--- src/rtl/srt_pkg.sv ---
// Package for the slice reassembly tracker: item types, register map,
// operation codes and sequencer states. No dependencies.
`default_nettype none

package srt_pkg;

    localparam int HEADER_BYTES = 4;
    localparam int MAX_SLICES   = 256;

    localparam logic [7:0] NO_TERMINAL = 8'hFF;

    // Dividend of the ring modulo is at most 254 + 255, which fits 9 bits.
    localparam int MOD_BITS = 9;
    localparam int STEP_W   = 4;

    localparam int PADDR_W = 3;

    localparam logic REG_BLOCK_BYTES = 1'b0;
    localparam logic REG_SLOT_COUNT  = 1'b1;

    localparam logic [15:0] BLOCK_BYTES_RST = 16'd64;
    localparam logic [7:0]  SLOT_COUNT_RST  = 8'd16;

    localparam logic OP_SLICE   = 1'b0;
    localparam logic OP_RELEASE = 1'b1;

    typedef struct packed {
        logic        operation;
        logic [7:0]  slice_number;
        logic [15:0] payload_length;
    } t_in_item;

    typedef struct packed {
        logic [7:0] store_slot;
        logic       just_completed;
        logic [7:0] ring_head;
        logic [7:0] ring_tail;
        logic       package_ready;
    } t_out_item;

    typedef enum logic [2:0] {
        S_IDLE,
        S_SLOT,
        S_UPDATE,
        S_HEAD,
        S_RELEASE,
        S_OUT
    } t_state;

endpackage

`default_nettype wire

--- src/rtl/slice_reassembly_tracker.sv ---
// Slice item: 9 modulo steps for the store slot (S_SLOT), S_UPDATE, then S_OUT registers
// the result; a completing slice runs 9 more modulo steps for the head (S_HEAD) before S_OUT.
// Release item: S_RELEASE, then S_OUT. The input stalls until the result is registered, and
// longer while a stalled result holds the output register. One shared modulo unit serves both.
// Synchronous active-low reset clears state and bitmap; registers return to 64 and 16.
// Depends on srt_pkg.
`default_nettype none

module slice_reassembly_tracker (
    input  wire                           i_clk,
    input  wire                           i_rst_n,
    input  wire                           i_in_valid,
    output logic                          o_in_stall,
    input  srt_pkg::t_in_item             i_in_item,
    output logic                          o_out_valid,
    input  wire                           i_out_stall,
    output srt_pkg::t_out_item            o_out_item,
    input  wire                           psel,
    input  wire                           penable,
    input  wire                           pwrite,
    input  wire  [srt_pkg::PADDR_W-1:0]   paddr,
    input  wire  [31:0]                   pwdata,
    output logic [31:0]                   prdata,
    output logic                          pready
);
    import srt_pkg::*;

    t_state          r_state, n_state;
    logic [15:0]     r_block_bytes;
    logic [7:0]      r_slot_count;
    logic [7:0]      r_base, n_base;
    logic [MAX_SLICES-1:0] r_seen, n_seen;
    logic [8:0]      r_count, n_count;
    logic [7:0]      r_last, n_last;
    logic [7:0]      r_head, n_head;
    logic [7:0]      r_tail, n_tail;
    logic            r_ready, n_ready;
    t_in_item        r_item, n_item;
    logic [7:0]      r_slot, n_slot;
    logic            r_done, n_done;
    logic [MOD_BITS-1:0] r_dvd, n_dvd;
    logic [7:0]      r_rem, n_rem;
    logic [STEP_W-1:0] r_step, n_step;
    logic            r_out_valid, n_out_valid;
    t_out_item       r_out_item, n_out_item;

    logic            in_acc;
    logic            cfg_we;
    logic [7:0]      eff_count;
    logic [8:0]      mod_t;
    logic [7:0]      rem_nx;
    logic            step_last;
    logic [15:0]     limit;
    logic            was_seen;
    logic [8:0]      upd_count;
    logic [7:0]      upd_last;
    logic            complete;

    assign in_acc     = i_in_valid && !o_in_stall;
    assign o_in_stall = (r_state != S_IDLE);
    assign cfg_we     = psel && penable && pwrite;
    assign pready     = 1'b1;
    assign o_out_valid = r_out_valid;
    assign o_out_item  = r_out_item;

    always_comb begin
        unique case (paddr[2])
            REG_BLOCK_BYTES: prdata = {16'd0, r_block_bytes};
            REG_SLOT_COUNT:  prdata = {24'd0, r_slot_count};
            default:         prdata = 32'd0;
        endcase
    end

    // Shared modulo unit: one restoring step per cycle, the dividend shifting out MSB first.
    assign eff_count = (r_slot_count == 8'd0) ? 8'd1 : r_slot_count;
    assign mod_t     = {r_rem, r_dvd[MOD_BITS-1]};
    assign rem_nx    = (mod_t >= {1'b0, eff_count}) ? 8'(mod_t - {1'b0, eff_count})
                                                     : mod_t[7:0];
    assign step_last = (r_step == STEP_W'(MOD_BITS - 1));

    // Bitmap, count and terminal as they stand after the latched slice.
    assign limit     = (r_block_bytes > 16'(HEADER_BYTES))
                       ? (r_block_bytes - 16'(HEADER_BYTES)) : 16'd0;
    assign was_seen  = r_seen[r_item.slice_number];
    always_comb begin
        upd_count = r_count;
        upd_last  = r_last;
        if ({1'b0, r_item.slice_number} < 9'(MAX_SLICES)) begin
            if (!was_seen) begin
                upd_count = r_count + 9'd1;
            end
            if (r_item.payload_length < limit) begin
                upd_last = r_item.slice_number;
            end
        end
    end
    assign complete = (upd_last != NO_TERMINAL) && (upd_count >= ({1'b0, upd_last} + 9'd1));

    always_comb begin
        n_state     = r_state;
        n_base      = r_base;
        n_seen      = r_seen;
        n_count     = r_count;
        n_last      = r_last;
        n_head      = r_head;
        n_tail      = r_tail;
        n_ready     = r_ready;
        n_item      = r_item;
        n_slot      = r_slot;
        n_done      = r_done;
        n_dvd       = r_dvd;
        n_rem       = r_rem;
        n_step      = r_step;
        n_out_item  = r_out_item;
        n_out_valid = r_out_valid;
        if (r_out_valid && !i_out_stall) begin
            n_out_valid = 1'b0;
        end

        unique case (r_state)
            S_IDLE: begin
                if (in_acc) begin
                    n_item = i_in_item;
                    if (i_in_item.operation == OP_RELEASE) begin
                        n_state = S_RELEASE;
                    end else begin
                        n_dvd   = {1'b0, r_base} + {1'b0, i_in_item.slice_number};
                        n_rem   = 8'd0;
                        n_step  = '0;
                        n_state = S_SLOT;
                    end
                end
            end
            S_SLOT: begin
                n_dvd  = r_dvd << 1;
                n_rem  = rem_nx;
                n_step = r_step + STEP_W'(1);
                if (step_last) begin
                    n_slot  = rem_nx;
                    n_state = S_UPDATE;
                end
            end
            S_UPDATE: begin
                if ({1'b0, r_item.slice_number} < 9'(MAX_SLICES)) begin
                    n_seen[r_item.slice_number] = 1'b1;
                end
                n_count = upd_count;
                n_last  = upd_last;
                if (complete) begin
                    n_dvd   = {1'b0, r_base} + {1'b0, upd_last} + 9'd1;
                    n_rem   = 8'd0;
                    n_step  = '0;
                    n_state = S_HEAD;
                end else begin
                    n_done  = 1'b0;
                    n_state = S_OUT;
                end
            end
            S_HEAD: begin
                n_dvd  = r_dvd << 1;
                n_rem  = rem_nx;
                n_step = r_step + STEP_W'(1);
                if (step_last) begin
                    n_head  = rem_nx;
                    n_base  = rem_nx;
                    n_ready = 1'b1;
                    n_seen  = '0;
                    n_count = 9'd0;
                    n_last  = NO_TERMINAL;
                    n_done  = 1'b1;
                    n_state = S_OUT;
                end
            end
            S_RELEASE: begin
                n_tail  = r_head;
                n_ready = 1'b0;
                n_slot  = 8'd0;
                n_done  = 1'b0;
                n_state = S_OUT;
            end
            S_OUT: begin
                if (!r_out_valid || !i_out_stall) begin
                    n_out_valid                = 1'b1;
                    n_out_item.store_slot      = r_slot;
                    n_out_item.just_completed  = r_done;
                    n_out_item.ring_head       = r_head;
                    n_out_item.ring_tail       = r_tail;
                    n_out_item.package_ready   = r_ready;
                    n_state                    = S_IDLE;
                end
            end
            default: begin
                n_state = S_IDLE;
            end
        endcase
    end

    always_ff @(posedge i_clk) begin
        if (!i_rst_n) begin
            r_state     <= S_IDLE;
            r_base      <= 8'd0;
            r_seen      <= '0;
            r_count     <= 9'd0;
            r_last      <= NO_TERMINAL;
            r_head      <= 8'd0;
            r_tail      <= 8'd0;
            r_ready     <= 1'b0;
            r_out_valid <= 1'b0;
        end else begin
            r_state     <= n_state;
            r_base      <= n_base;
            r_seen      <= n_seen;
            r_count     <= n_count;
            r_last      <= n_last;
            r_head      <= n_head;
            r_tail      <= n_tail;
            r_ready     <= n_ready;
            r_out_valid <= n_out_valid;
        end
    end

    always_ff @(posedge i_clk) begin
        r_item     <= n_item;
        r_slot     <= n_slot;
        r_done     <= n_done;
        r_dvd      <= n_dvd;
        r_rem      <= n_rem;
        r_step     <= n_step;
        r_out_item <= n_out_item;
    end

    always_ff @(posedge i_clk) begin
        if (!i_rst_n) begin
            r_block_bytes <= BLOCK_BYTES_RST;
            r_slot_count  <= SLOT_COUNT_RST;
        end else if (cfg_we) begin
            unique case (paddr[2])
                REG_BLOCK_BYTES: r_block_bytes <= pwdata[15:0];
                REG_SLOT_COUNT:  r_slot_count  <= pwdata[7:0];
                default: begin
                end
            endcase
        end
    end

`ifndef SYNTHESIS
    // Ready is only ever raised by the last step of the head computation.
    a_ready_from_head: assert property (@(posedge i_clk) disable iff (!i_rst_n)
        $rose(r_ready) |-> $past(r_state == S_HEAD))
        else $error("package ready raised outside head computation");

    // The unique count can never exceed the number of distinct serials.
    a_count_bound: assert property (@(posedge i_clk) disable iff (!i_rst_n)
        r_count <= 9'(MAX_SLICES))
        else $error("unique slice count out of range");

    // A completing result always reports a ready package.
    a_done_ready: assert property (@(posedge i_clk) disable iff (!i_rst_n)
        (r_out_valid && r_out_item.just_completed) |-> r_out_item.package_ready)
        else $error("completed package not flagged ready");

    // After a completion the tracking state is back to empty.
    a_clear_after_done: assert property (@(posedge i_clk) disable iff (!i_rst_n)
        (r_state == S_HEAD && step_last) |=> (r_count == 9'd0 && r_last == NO_TERMINAL))
        else $error("tracking state not cleared after completion");
`endif

endmodule

`default_nettype wire

--- config.mk ---
export PLATFORM = sky130hd
export DESIGN_NAME = slice_reassembly_tracker
export DESIGN_NICKNAME = d
export VERILOG_FILES = /design/src/rtl/srt_pkg.sv /design/src/rtl/slice_reassembly_tracker.sv
export SDC_FILE = /design/constraint.sdc
export NUM_CORES = 1
export LEC_CHECK = 0
export ABC_AREA = 1
export BUFFER_PORTS_ARGS = -buffer_cell sky130_fd_sc_hd__buf_2
export CORE_UTILIZATION = 40
export DETAILED_ROUTE_END_ITERATION = 6
export GPL_TIMING_DRIVEN = 0
export HOLD_SLACK_MARGIN = 0.06
export MAX_ROUTING_LAYER = met4
export PLACE_DENSITY = 0.64
export SETUP_SLACK_MARGIN = 0.02
export SLEW_MARGIN = 15
export SYNTH_ARGS = -nofsm -noshare
export SYNTH_HDL_FRONTEND = slang
export SYNTH_SLANG_ARGS = --single-unit
--- constraint.sdc ---
create_clock -name i_clk -period 10.2 [get_ports i_clk]
set_input_delay 2.04 -clock i_clk [delete_from_list [all_inputs] [get_ports i_clk]]
set_output_delay 2.04 -clock i_clk [all_outputs]
set_load 0.01 [all_outputs]
==> metrics.cfg <==
[routing]
avgViaCountPerCell = 5.31
final_antenna_net_count = 0
vias = 16400
drtPass1Iterations = 7
drc = 0
wl_per_cell_um = 17.8
drt_iter0_markers = 1573
drt-total-wl_um = 55200

[sta]
slew_headroom_pct = 19.0
skew_ns = 0.0279
fmax_ghz = 0.162
tightest_slew_ns = 1.21
finalHoldViolCount = 0
maxSlewViolCount = 0
period_needed_ns = 6.18
finalCritPeriodShare_pct = 60.6
finalSetupViolCount = 0
fin_setup_tns_ns = 0
grt_setup_unrepaired = no

[logic_synthesis]
synth_top_cell_by_area = dfxtp_1
synth_cell_types = 53
async_flop_share_pct = 0
synth-seq-cells = 398
yosysMostFrequentCell = nand2_1
netlist_area_um2 = 18100
ys_warn_count = 0
synth_seq_area_share_pct = 48.5
netlist_top_cells_area = dfxtp_1, edfxtp_1, a21oi_1
yosys.area.top_type_share_pct = 35.2
syn_avg_cell_area_um2 = 7.81
synth_edf_count = 80
synth_commonest_cells = nand2_1, inv_1, a21oi_1, dfxtp_1, o21ai_0
syn-instance-count = 2315
yosys_most_used_dff = dfxtp_1

[setup_path]
worstPathMaxFanout = 11
critical_path_depth = 26
crit_end = r_rem[1]
cp_slowest_cell = clkbuf_1
cp.required_ns = 10.49
cp_slowest_stage_delay_ns = 0.85
rr_startpoint = r_item[18]
cp_top_family = simple AND/OR/NAND/NOR gates
cp-start-kind = flop
endpoint_kind = flop
rr_endpoint = r_rem[1]
crit_buf_inv = 5
cp_common_cell = nand2_1
r2r_cells = 26
critPathLaunch = r_item[18]
crit_arrival_ns = 6.47
r2r_slack_ns = 4.02
critPathKind = reg2reg

[outcome]
status = completed

[grt]
antenna_found_initial = 0
grt_usage_pct = 24.2
grt-ovfl-total = 0
grt_pass1_wl_um = 85100
grt_max_degree = 27
first_global_vias = 15900

[pwr]
p_leak_uw = 0.00769
ir_drop_v = 0.000149
power_density_nw_per_um2 = 227

[worst_hold_path]
hp-class = reg2reg

[die]
start_util_pct = 40.7
io-pin-count = 128
die_area_um2 = 46100
die_h_um = 215
core_um2 = 44400
row_count = 77
die_x_um = 215

[clocking]
cts.sinks = 398
post_cts_buffers = 0
cts_buffers = 45
worstSkewPairLatency_ns = 0.59
holdBufCountCts = 0
path_clk_slew_ns = 0.06
clk_path_buf_depth = 3
htree_levels = 2
cts_tree = yes
root_buffer = clkbuf_16
cts_resized = 0

[placement]
post_dp_cell_area_um2 = 19400
gp_congestion = 0.931
port_buffers = 91
hpwlAfterDp_um = 37800
dp_cells = 3014

[cells_and_area]
stdcell_count = 3093
finalInstanceArea_um2 = 20900
nNetsFinal = 2591
syn2layout_area_growth_pct = 15.3
drive_above_1_share_pct = 9.64

[flow_run]
cap_viol_max_count = 0

## registers in the layout, indices dropped and copies added, names as in the netlist, 3 cells and up
name and count:
o_out_item 26, r_block_bytes 16, r_count 9, r_dvd 9
r_head 8, r_item 24, r_last 8, r_rem 8
r_seen 256, r_slot 8, r_slot_count 8, r_state 3
r_step 4, r_tail 8
## worst min path at each step
| stage | startpoint | end | slack [ns] | depth (start not counted) |
|---|---|---|---|---|
| after floorplan | r_done | o_out_item[17] | 0.40 | 0 |
| after global placement | r_slot[7] | o_out_item[25] | 0.40 | 0 |
| after detailed placement | r_slot[3] | o_out_item[21] | 0.41 | 0 |
| after CTS | r_slot[0] | o_out_item[18] | 0.42 | 0 |
| after global routing | r_slot[6] | o_out_item[24] | 0.43 | 0 |
| final | r_slot[0] | o_out_item[18] | 0.42 | 0 |
## area by class of cell
type                    count  area, um^2
fillers                  4348       23500
flip-flops and latches    398        8770
multi-input cells        1418        7370
inverters                 380        1430
clock buffers              66        1300
well taps                 592         741
plain buffers             134         604
repair buffers             92         470
clock inverters            12         193
diodes                      1        2.50
## placed cells by master, fill, tap and decap left out, drive strengths merged, types with 14 or more instances in the layout
cell,netlist,layout
inv,378,378
o21ai,138,138
o22ai,130,130
nand3,72,72
dfxtp,318,318
conb,2,17
nand4,14,14
nor2,127,127
buf,56,148
nand2,441,441
xor2,17,17
clkbuf,78,144
edfxtp,80,80
nor3,30,30
ha,53,53
a21oi,319,319
## routing by layer
layer | vias to the layer above | track usage (%) | share of wire, %
li1 | 7883 | - | -
met1 | 7750 | 29.3 | 41
met2 | 626 | 38.6 | 46
met3 | 172 | 4.65 | 8.1
met4 | 0 | 11.3 | 4.3
met5 | - | - | 0
## stage by stage
step / power, uW / hold WS, ns / setup slack, ns / util, %
2_1_floorplan: 2670 / 0.400 / 5.11 / -
3_3_place_gp: 3040 / 0.403 / 3.46 / 43.6
3_5_place_dp: 3080 / 0.405 / 4.21 / 43.6
4_1_cts: 4730 / 0.420 / 4.19 / 47.0
5_1_grt: 4940 / 0.430 / 3.67 / 47.0
6_report: 4730 / 0.416 / 4.02 / 47.0
## power by group
part | internal, uW | switching (uW) | leakage (uW)
Clock | 1000 | 652 | 0.000727
Combinational | 333 | 881 | 0.00365
Sequential | 1790 | 74.7 | 0.00331
## worst reg2reg max path: cells and delay by family (launching register included)
family	cells	cell delay (ns)
adder cells (fa/ha/maj)	1	0.32
AND/OR/NAND/NOR	14	1.89
flip-flops	1	0.44
buffers and inverters	5	1.73
AO/OA/AOI/OAI	6	1.54
## kinds of logic after synthesis
| logic type | after synthesis | synth area share [%] |
|---|---|---|
| adder cells (fa/ha/maj) | 55 | 3.89 |
| other | 2 | 0.0415 |
| XOR/XNOR | 22 | 1.07 |
| buffers and inverters | 514 | 11.2 |
| AND/OR/NAND/NOR | 696 | 16.3 |
| flip-flops | 398 | 48.5 |
| AO/OA/AOI/OAI | 626 | 18.9 |
| multiplexers | 2 | 0.111 |
(Power assumes the default switching activity.)
